[src/rau_pkg.sv]
// Package for the RGBA8 alpha unpremultiply block.
// Holds widths, pipeline depth and the pipeline load-control struct.
// No dependencies.
`default_nettype none

package rau_pkg;

  // Pixel channel geometry
  localparam int CH_W      = 8;
  localparam int NUM_LANES = 3;
  localparam int TDATA_W   = 4 * CH_W;

  // Division pipeline: quotient bits resolved per stage and stage count
  localparam int DIV_BITS_PER_STAGE = 2;
  localparam int DIV_STAGES         = CH_W / DIV_BITS_PER_STAGE;

  // Entry stage is 0, divide stages 1..DIV_STAGES, output merge after that
  localparam int MERGE_STAGE = DIV_STAGES + 1;

  // Saturated channel value
  localparam logic [CH_W-1:0] CH_MAX = '1;

  // Per-stage load enables, shared by the lanes and the merge stage
  typedef struct packed {
    logic [MERGE_STAGE:0] load;
  } pipe_ctl_t;

endpackage : rau_pkg

`default_nettype wire

[src/rgba8_alpha_unpremultiply.sv]
// Top level of the RGBA8 alpha unpremultiply block.
// Uses rau_pkg, three rau_lane instances (R, G, B) and rau_merge.
//
//   Channel   Dir  Fields (tdata from bit 0 up)            Sideband
//   s_*       in   in_red, in_green, in_blue, in_alpha    tlast = in_last
//   m_*       out  out_red, out_green, out_blue, out_alpha tlast = out_last
//
// One pixel per clock sustained while m_tready is high; stages are the entry stage,
// four divide stages at two quotient bits each, and the output register.
// Each pipeline stage advances when it is empty or the stage after it moves,
// so bubbles collapse and s_tready only drops when every stage holds a pixel.
// rst (synchronous) clears the stage valid bits; data registers are not reset.
`default_nettype none

module rgba8_alpha_unpremultiply
  import rau_pkg::*;
(
  input  wire logic               clk,
  input  wire logic               rst,
  input  wire logic               s_tvalid,
  output logic                    s_tready,
  input  wire logic [TDATA_W-1:0] s_tdata,   // in_red, in_green, in_blue, in_alpha
  input  wire logic               s_tlast,
  output logic                    m_tvalid,
  input  wire logic               m_tready,
  output logic      [TDATA_W-1:0] m_tdata,   // out_red, out_green, out_blue, out_alpha
  output logic                    m_tlast
);

  logic [MERGE_STAGE:0]           vld;
  pipe_ctl_t                      ctl;
  logic [NUM_LANES-1:0][CH_W-1:0] lane_q;
  logic [NUM_LANES-1:0]           lane_sat;
  logic [NUM_LANES-1:0][CH_W-1:0] color;
  logic [CH_W-1:0]                alpha_out;
  logic [CH_W-1:0]                in_alpha;
  logic [CH_W-1:0]                sb_alpha [0:DIV_STAGES];
  logic                           sb_last  [0:DIV_STAGES];

  assign in_alpha = s_tdata[3*CH_W +: CH_W];

  // Stage load enables, from the output back to the input
  always_comb begin
    ctl.load[MERGE_STAGE] = !vld[MERGE_STAGE] || m_tready;
    for (int k = MERGE_STAGE - 1; k >= 0; k--) begin
      ctl.load[k] = !vld[k] || ctl.load[k+1];
    end
  end

  // Stage valid bits
  always_ff @(posedge clk) begin
    if (rst) begin
      vld <= '0;
    end else begin
      if (ctl.load[0]) begin
        vld[0] <= s_tvalid;
      end
      for (int k = 1; k <= MERGE_STAGE; k++) begin
        if (ctl.load[k]) begin
          vld[k] <= vld[k-1];
        end
      end
    end
  end

  // Alpha and last flag travel beside the lanes
  always_ff @(posedge clk) begin
    if (ctl.load[0]) begin
      sb_alpha[0] <= in_alpha;
      sb_last[0]  <= s_tlast;
    end
    for (int k = 1; k <= DIV_STAGES; k++) begin
      if (ctl.load[k]) begin
        sb_alpha[k] <= sb_alpha[k-1];
        sb_last[k]  <= sb_last[k-1];
      end
    end
  end

  // Color lanes
  for (genvar i = 0; i < NUM_LANES; i++) begin : g_lane
    rau_lane u_lane (
      .clk   (clk),
      .chan  (s_tdata[i*CH_W +: CH_W]),
      .alpha (in_alpha),
      .ctl   (ctl),
      .quot  (lane_q[i]),
      .sat   (lane_sat[i])
    );
  end

  rau_merge u_merge (
    .clk       (clk),
    .ctl       (ctl),
    .quot      (lane_q),
    .sat       (lane_sat),
    .alpha     (sb_alpha[DIV_STAGES]),
    .last      (sb_last[DIV_STAGES]),
    .color     (color),
    .alpha_out (alpha_out),
    .last_out  (m_tlast)
  );

  assign s_tready = ctl.load[0];
  assign m_tvalid = vld[MERGE_STAGE];
  assign m_tdata  = {alpha_out, color[2], color[1], color[0]};

`ifndef SYNTHESIS
  // Input only stalls when the whole pipeline is full
  a_stall_only_full: assert property (@(posedge clk) disable iff (rst)
    !s_tready |-> (&vld))
    else $error("input stalled with an empty pipeline stage");

  // An accepted transaction lands in the entry stage
  a_accept_enters: assert property (@(posedge clk) disable iff (rst)
    (s_tvalid && s_tready) |=> vld[0])
    else $error("accepted transaction lost at entry stage");

  // Transparent pixels leave with zero color
  a_transparent_zero: assert property (@(posedge clk) disable iff (rst)
    (m_tvalid && (m_tdata[4*CH_W-1:3*CH_W] == '0)) |-> (m_tdata[3*CH_W-1:0] == '0))
    else $error("transparent pixel with nonzero color");
`endif

endmodule : rgba8_alpha_unpremultiply

`default_nettype wire

[src/rau_lane.sv]
// One color lane: pipelined restoring divide of (510*c + a) by 2*a.
// Depends on rau_pkg for widths and the pipeline control struct.
`default_nettype none

module rau_lane
  import rau_pkg::*;
(
  input  wire logic            clk,
  input  wire logic [CH_W-1:0] chan,
  input  wire logic [CH_W-1:0] alpha,
  input  wire pipe_ctl_t       ctl,
  output logic      [CH_W-1:0] quot,
  output logic                 sat
);

  localparam int NUM_W = 2 * CH_W + 1;  // 510*255 + 255 fits in 17 bits
  localparam int REM_W = CH_W + 1;      // remainder stays below 2*a

  typedef struct packed {
    logic [REM_W-1:0] rem;
    logic             qbit;
  } div_res_t;

  // One restoring step: shift in the next numerator bit, subtract if it fits
  function automatic div_res_t div_step(input logic [REM_W-1:0] rem_in,
                                        input logic             nbit,
                                        input logic [REM_W-1:0] dvs);
    logic [REM_W:0] trial;
    div_res_t       res;
    trial = {rem_in, nbit};
    if (trial >= {1'b0, dvs}) begin
      res.rem  = REM_W'(trial - {1'b0, dvs});
      res.qbit = 1'b1;
    end else begin
      res.rem  = trial[REM_W-1:0];
      res.qbit = 1'b0;
    end
    return res;
  endfunction

  // Stage registers; remainder, pending low bits and divisor feed the next stage
  logic [REM_W-1:0] rem   [0:DIV_STAGES-1];
  logic [CH_W-1:0]  lo    [0:DIV_STAGES-1];
  logic [REM_W-1:0] dvs   [0:DIV_STAGES-1];
  logic [CH_W-1:0]  qacc  [0:DIV_STAGES];
  logic             sat_q [0:DIV_STAGES];

  // Entry numerator: 510*c + a, as (c << 9) - (c << 1) + a
  logic [NUM_W-1:0] num;

  always_comb begin
    num = (NUM_W'(chan) << (CH_W + 1)) - (NUM_W'(chan) << 1) + NUM_W'(alpha);
  end

  // Entry stage. Quotient fits 8 bits when c < a, so the top bits seed the remainder.
  always_ff @(posedge clk) begin
    if (ctl.load[0]) begin
      rem[0]   <= num[NUM_W-1:CH_W];
      lo[0]    <= num[CH_W-1:0];
      dvs[0]   <= {alpha, 1'b0};
      qacc[0]  <= '0;
      sat_q[0] <= (chan >= alpha);
    end
  end

  // Divide stages, DIV_BITS_PER_STAGE quotient bits each
  for (genvar k = 1; k <= DIV_STAGES; k++) begin : g_stage
    logic [REM_W-1:0] rem_nx;
    logic [CH_W-1:0]  q_nx;

    always_comb begin
      div_res_t st;
      rem_nx = rem[k-1];
      q_nx   = qacc[k-1];
      for (int j = 0; j < DIV_BITS_PER_STAGE; j++) begin
        st     = div_step(rem_nx, lo[k-1][CH_W-1-j], dvs[k-1]);
        rem_nx = st.rem;
        q_nx   = {q_nx[CH_W-2:0], st.qbit};
      end
    end

    always_ff @(posedge clk) begin
      if (ctl.load[k]) begin
        qacc[k]  <= q_nx;
        sat_q[k] <= sat_q[k-1];
      end
    end

    if (k < DIV_STAGES) begin : g_carry
      always_ff @(posedge clk) begin
        if (ctl.load[k]) begin
          rem[k] <= rem_nx;
          lo[k]  <= lo[k-1] << DIV_BITS_PER_STAGE;
          dvs[k] <= dvs[k-1];
        end
      end
    end
  end

  assign quot = qacc[DIV_STAGES];
  assign sat  = sat_q[DIV_STAGES];

endmodule : rau_lane

`default_nettype wire

[src/rau_merge.sv]
// Output merge: applies transparent and saturation cases, registers the pixel.
// Depends on rau_pkg for widths and the pipeline control struct.
`default_nettype none

module rau_merge
  import rau_pkg::*;
(
  input  wire logic                           clk,
  input  wire pipe_ctl_t                      ctl,
  input  wire logic [NUM_LANES-1:0][CH_W-1:0] quot,
  input  wire logic [NUM_LANES-1:0]           sat,
  input  wire logic [CH_W-1:0]                alpha,
  input  wire logic                           last,
  output logic      [NUM_LANES-1:0][CH_W-1:0] color,
  output logic      [CH_W-1:0]                alpha_out,
  output logic                                last_out
);

  logic [NUM_LANES-1:0][CH_W-1:0] color_next;

  // Transparent pixel zeroes color; a channel at or above alpha saturates
  always_comb begin
    for (int i = 0; i < NUM_LANES; i++) begin
      priority if (alpha == '0) begin
        color_next[i] = '0;
      end else if (sat[i]) begin
        color_next[i] = CH_MAX;
      end else begin
        color_next[i] = quot[i];
      end
    end
  end

  always_ff @(posedge clk) begin
    if (ctl.load[MERGE_STAGE]) begin
      color     <= color_next;
      alpha_out <= alpha;
      last_out  <= last;
    end
  end

endmodule : rau_merge

`default_nettype wire
[config.mk]
export PLATFORM = sky130hd
export DESIGN_NAME = rgba8_alpha_unpremultiply
export DESIGN_NICKNAME = d
export VERILOG_FILES = /design/src/rau_pkg.sv /design/src/rgba8_alpha_unpremultiply.sv /design/src/rau_lane.sv /design/src/rau_merge.sv
export SDC_FILE = /design/constraint.sdc
export NUM_CORES = 1
export LEC_CHECK = 0
export BUFFER_PORTS_ARGS = -buffer_cell sky130_fd_sc_hd__buf_4
export CORE_ASPECT_RATIO = 1.2
export CORE_MARGIN = 3
export CORE_UTILIZATION = 30
export DETAILED_ROUTE_END_ITERATION = 6
export HOLD_SLACK_MARGIN = 0.02
export PLACE_DENSITY = 0.57
export SLEW_MARGIN = 20
export SYNTH_ARGS = -nofsm -noshare
export SYNTH_HDL_FRONTEND = slang
export SYNTH_HIERARCHICAL = 1
export SYNTH_SLANG_ARGS = --single-unit
[constraint.sdc]
create_clock -name clk -period 3.9 [get_ports clk]
set_input_delay 0.585 -clock clk [delete_from_list [all_inputs] [get_ports clk]]
set_output_delay 0.585 -clock clk [all_outputs]
set_load 0.01 [all_outputs]
Word level (Yosys, flattened, before mapping)
Memory sizes are Yosys's and may differ from the RTL's. A register that Yosys moved wholly into a read port is not among the register bits.
Cells that the tools add are included.
Cells by class
  add/subtract/negate cells: 27
  order comparisons: 27
  multiplexer cells: 37
  reduce and logical (&&, ||, !) cells: 13
Operators by type and width (number)
  $ge 10x9->1: 24
  $mux 10: 21
  $sub 9x9->9: 21
  $add 17x8->17: 3
  $sub 17x9->17: 3
  $ge 8x8->1: 3
  $mux 8: 3
  $mux 1: 13
  $logic_not 8->1: 1
  $logic_not 1->1: 6
  $logic_or 1x1->1: 6
Word-level totals
  bits in registers: 38
  memory bits (writable): 492
  bits of input ports: 37
  word-level logic and storage cells: 131
  memories: 17
Memories
  g_lane[0].u_lane.qacc: depth 5, width 8, read ports 5, clocked after memory_dff 0, write ports 5, line rau_lane.sv:45  | logic [CH_W-1:0] qacc [0:DIV_STAGES];
  g_lane[1].u_lane.qacc: depth 5, width 8, read ports 5, clocked after memory_dff 0, write ports 5, line rau_lane.sv:45
  g_lane[2].u_lane.qacc: depth 5, width 8, read ports 5, clocked after memory_dff 0, write ports 5, line rau_lane.sv:45
  sb_alpha: depth 5, width 8, read ports 5, clocked after memory_dff 0, write ports 5, line rgba8_alpha_unpremultiply.sv:37  | logic [CH_W-1:0] sb_alpha [0:DIV_STAGES];
  g_lane[0].u_lane.dvs: depth 4, width 9, read ports 4, clocked after memory_dff 0, write ports 4, line rau_lane.sv:44  | logic [REM_W-1:0] dvs [0:DIV_STAGES-1];
  g_lane[0].u_lane.rem: depth 4, width 9, read ports 4, clocked after memory_dff 0, write ports 4, line rau_lane.sv:42  | logic [REM_W-1:0] rem [0:DIV_STAGES-1];
  +11 memories

Longest topological paths before layout
  depth in word-level cells: 9
  mapped depth: 17

Hierarchy
The synthesis kept the hierarchy.
By module, submodules not included
  rau_lane (g_lane[0].u_lane ...): instances 2, cells each 620, area each 7195.7 sq um
  rau_lane (g_lane[2].u_lane): instances 1, cells each 651, area each 7345.8 sq um
  rgba8_alpha_unpremultiply: instances 1, cells each 71, area each 1577.8 sq um
  rau_merge: instances 1, cells each 90, area each 1290.0 sq um

Least setup slack after synthesis
OpenSTA, ideal clock, no wires.
  kind: input port to flip-flop
  start point: input port m_tready
  end point: memory g_lane[0].u_lane/dvs[1][2] (netlist name) (enable)
  data arrival time: 2833 ps
  data required time: 2860 ps
  slack: 27 ps
  stages on the path: 3
  path buffers: 1
  cell sequence: and4b_1 > buf_4 > nand3_1
RTL lines
  start: declaration: line rgba8_alpha_unpremultiply.sv:25  | input wire logic m_tready,
  end: declaration: line rau_lane.sv:44

==> impl_metrics.toml <==
[routing]
wirelength_um = 56200
vias = 16700
wl_per_cell_um = 16.1
dr.pass1.iters = 5
drc = 0
ant_nets = 0
viasPerCell = 4.78
drt-initial-drc-count = 675

[timing]
slew_headroom_pct = 31.4
whs_ns = 0.198
finalCritPeriodShare_pct = 98.5
hold_viol_final = 0
fin_crit_ns = 3.84
clock_skew_ns = 0.0215
setup_viol = 0
fmax_ghz = 0.260
finalMaxSlewViolations = 0
setup_slack_ns = 0.0578
rsz0062_at_grt = "yes"
worstMarginPinSlew_ns = 1.03

[clocking]
cts_tree = "done"
cts_buffers = 41
cts_root_buf = "clkbuf_16"
clock_path_buffers = 3
cts_sinks = 411
clk_pin_slew_worst_paths_ns = 0.06
cts_max_level = 2
clkLatencyLatePin_ns = 0.58

[placed_design]
place_area_mm2 = 0.0281
portBuffers = 71
dpl.hpwl_um = 43100
post-place-ws_ns = -0.0896
gp_congestion = 0.875

[power_and_ir_drop]
p_per_area_mw_per_mm2 = 870
vdd_drop_max_v = 0.000394
p_leak_nw = 12.8

[logic_synthesis]
syn_nets = 2347
yosys.cell_types.count = 66
synth.most_common_cell = "edfxtp_1"
async_reset_ff_share_pct = 0
netlist_top_cells_area = "edfxtp_1 49%, ha_1 12%, mux2_2 6.0%"
synth_edf_count = 405
ys_warn_count = 6
ys_ff_latch = 411
synthTopCellsByCount = "405 x edfxtp_1, 237 x ha_1, 223 x inv_1"
yosys_most_used_dff = "edfxtp_1"
syn_inst = 2052
synth_area_leader_cell = "edfxtp_1"
seq_area_frac_synth_pct = 49.9
avgSynthCellArea_um2 = 12.0
netlist_area_mm2 = 0.0246
yosysTopAreaCellShare_pct = 49.4

[setup_path]
cp-end-kind = "flop"
crit_arrival_ns = 4.16
crit_type = "reg -> reg"
cp-start-kind = "flop"
reg2reg_depth = 16
worstPathRequired_ns = 4.22
crit_path_max_fanout = 6

[die]
start_util_pct = 30.4
io_pins = 72
die_h_um = 320
die_x_um = 267
std_cell_rows = 114
die-area_mm2 = 0.0855
core_region_area_mm2 = 0.0809

[hold_path]
hold_depth = 1
hp-class = "in -> reg"

[cells_and_area]
final_layout_size_suffix_gt1_share_pct = 29.5
antennaDiodeCount = 0
syn2layout_area_growth_pct = 26.1
fin_util_pct = 38.4
stdcell_area_mm2 = 0.0310
nets = 2720

[flow_run]
cap_violations = 0

[global_route]
grt.total_usage_pct = 12.9
antenna_found_initial = 0
gr-total-overflow = 0
grt_pass1_vias = 17700
grt_max_degree = 75
grt_pass1_wl_um = 89500

[outcome]
status = "completed"
[sequential cells by signal (all words and copies together), names as in the netlist, 5 cells and up]
name	count
g_lane.u_lane/dvs	84
g_lane.u_lane/sat_q	15
g_lane.u_lane/rem	108
u_merge/color	24
g_lane.u_lane/qacc	60
sb_last	5
u_merge/alpha_out	8
sb_alpha	40
g_lane.u_lane/lo	60
vld	6
[metrics by stage]
step	std cells	total power [mW]	setup TNS, ns
after floorplan	2052	16.2	0
after global placement	3375	20.0	-0.168
after detailed placement	3375	20.5	-1.62
after CTS	3453	25.2	0
after global routing	3502	29.0	-1.21
final	3502	27.0	0
[timing repair]
item                                    4_1_cts  5_1_grt
gates resized for setup                      16      185
endpoints found under the setup margin       49       76
gates cloned                                  0        1
pin swaps                                     5       63
setup buffers                                 2       48
hold buffers                                  0        0
[critical path, stage by stage, from the launching register on]
cell,delay [ns]
edfxtp_1,0.44
inv_2,0.11
ha_4,0.20
a21o_1,0.21
a211oi_4,0.34
and2_4,0.21
a31oi_4,0.06
buf_6,0.18
mux2i_2,0.18
ha_1,0.27
and4b_1,0.21
o211ai_1,0.21
nand3_1,0.15
a211oi_4,0.27
buf_12,0.14
buf_12,0.11
mux2_4,0.29
[power breakdown]
group | switching, mW | total, mW | internal [mW]
clock | 1.76 | 4.42 | 2.67
combinational | 6.84 | 15.6 | 8.75
sequential | 0.513 | 6.95 | 6.44
[kinds of logic after synthesis]
family          after synthesis  share of synthesized area (%)
simple gates                430                           8.80
compound gates              413                           11.7
flops                       411                           49.9
fa+ha+maj                   258                           13.8
buf+inv                     246                           3.89
mux                         160                           7.18
xor+xnor                    134                           4.77
[routing by layer]
| metal | wire length (um) | GRT usage, % | vias up | share of wire, % |
|---|---|---|---|---|
| met5 | 0 | 0 | - | 0 |
| met4 | 1800 | 4.89 | 0 | 3.2 |
| met3 | 1540 | 1.85 | 112 | 2.7 |
| met2 | 29000 | 23.5 | 235 | 51 |
| met1 | 24000 | 15.2 | 8030 | 43 |
| li1 | - | - | 8357 | - |
[cells in the final DEF (no fill, tap or decap), drive strengths merged, types with 24 or more instances in the layout]
cell,count
a21o,44
a21oi,157
buf,345
clkbuf,47
edfxtp,405
ha,237
inv,237
mux2,132
mux2i,28
nand2,96
nand2b,24
nand3,36
nor2,117
nor2b,27
nor3,33
o211ai,26
o21a,29
o21ai,45
xnor2,103
xor2,31
[final cells by class]
type | count | area [um2]
multi-input combinational | 1395 | 12300
sequential | 411 | 12300
fill | 7444 | 49900
timing repair buffer | 345 | 2700
clock buffer | 47 | 1060
tap | 1044 | 1310
clock inverter | 29 | 460
inverter | 231 | 885
[final timing paths]
check,endpoint,startpoint,slack (ns)
min reg2reg,sb_alpha[0][18],sb_alpha[0][10],0.41
max,g_lane[1].u_lane/rem[2][3],g_lane[1].u_lane/dvs[1][7],0.06
max reg2reg,g_lane[1].u_lane/rem[2][3],g_lane[1].u_lane/dvs[1][7],0.06
min,sb_last[0][0],s_tlast,0.20
(Power assumes the default switching activity.)
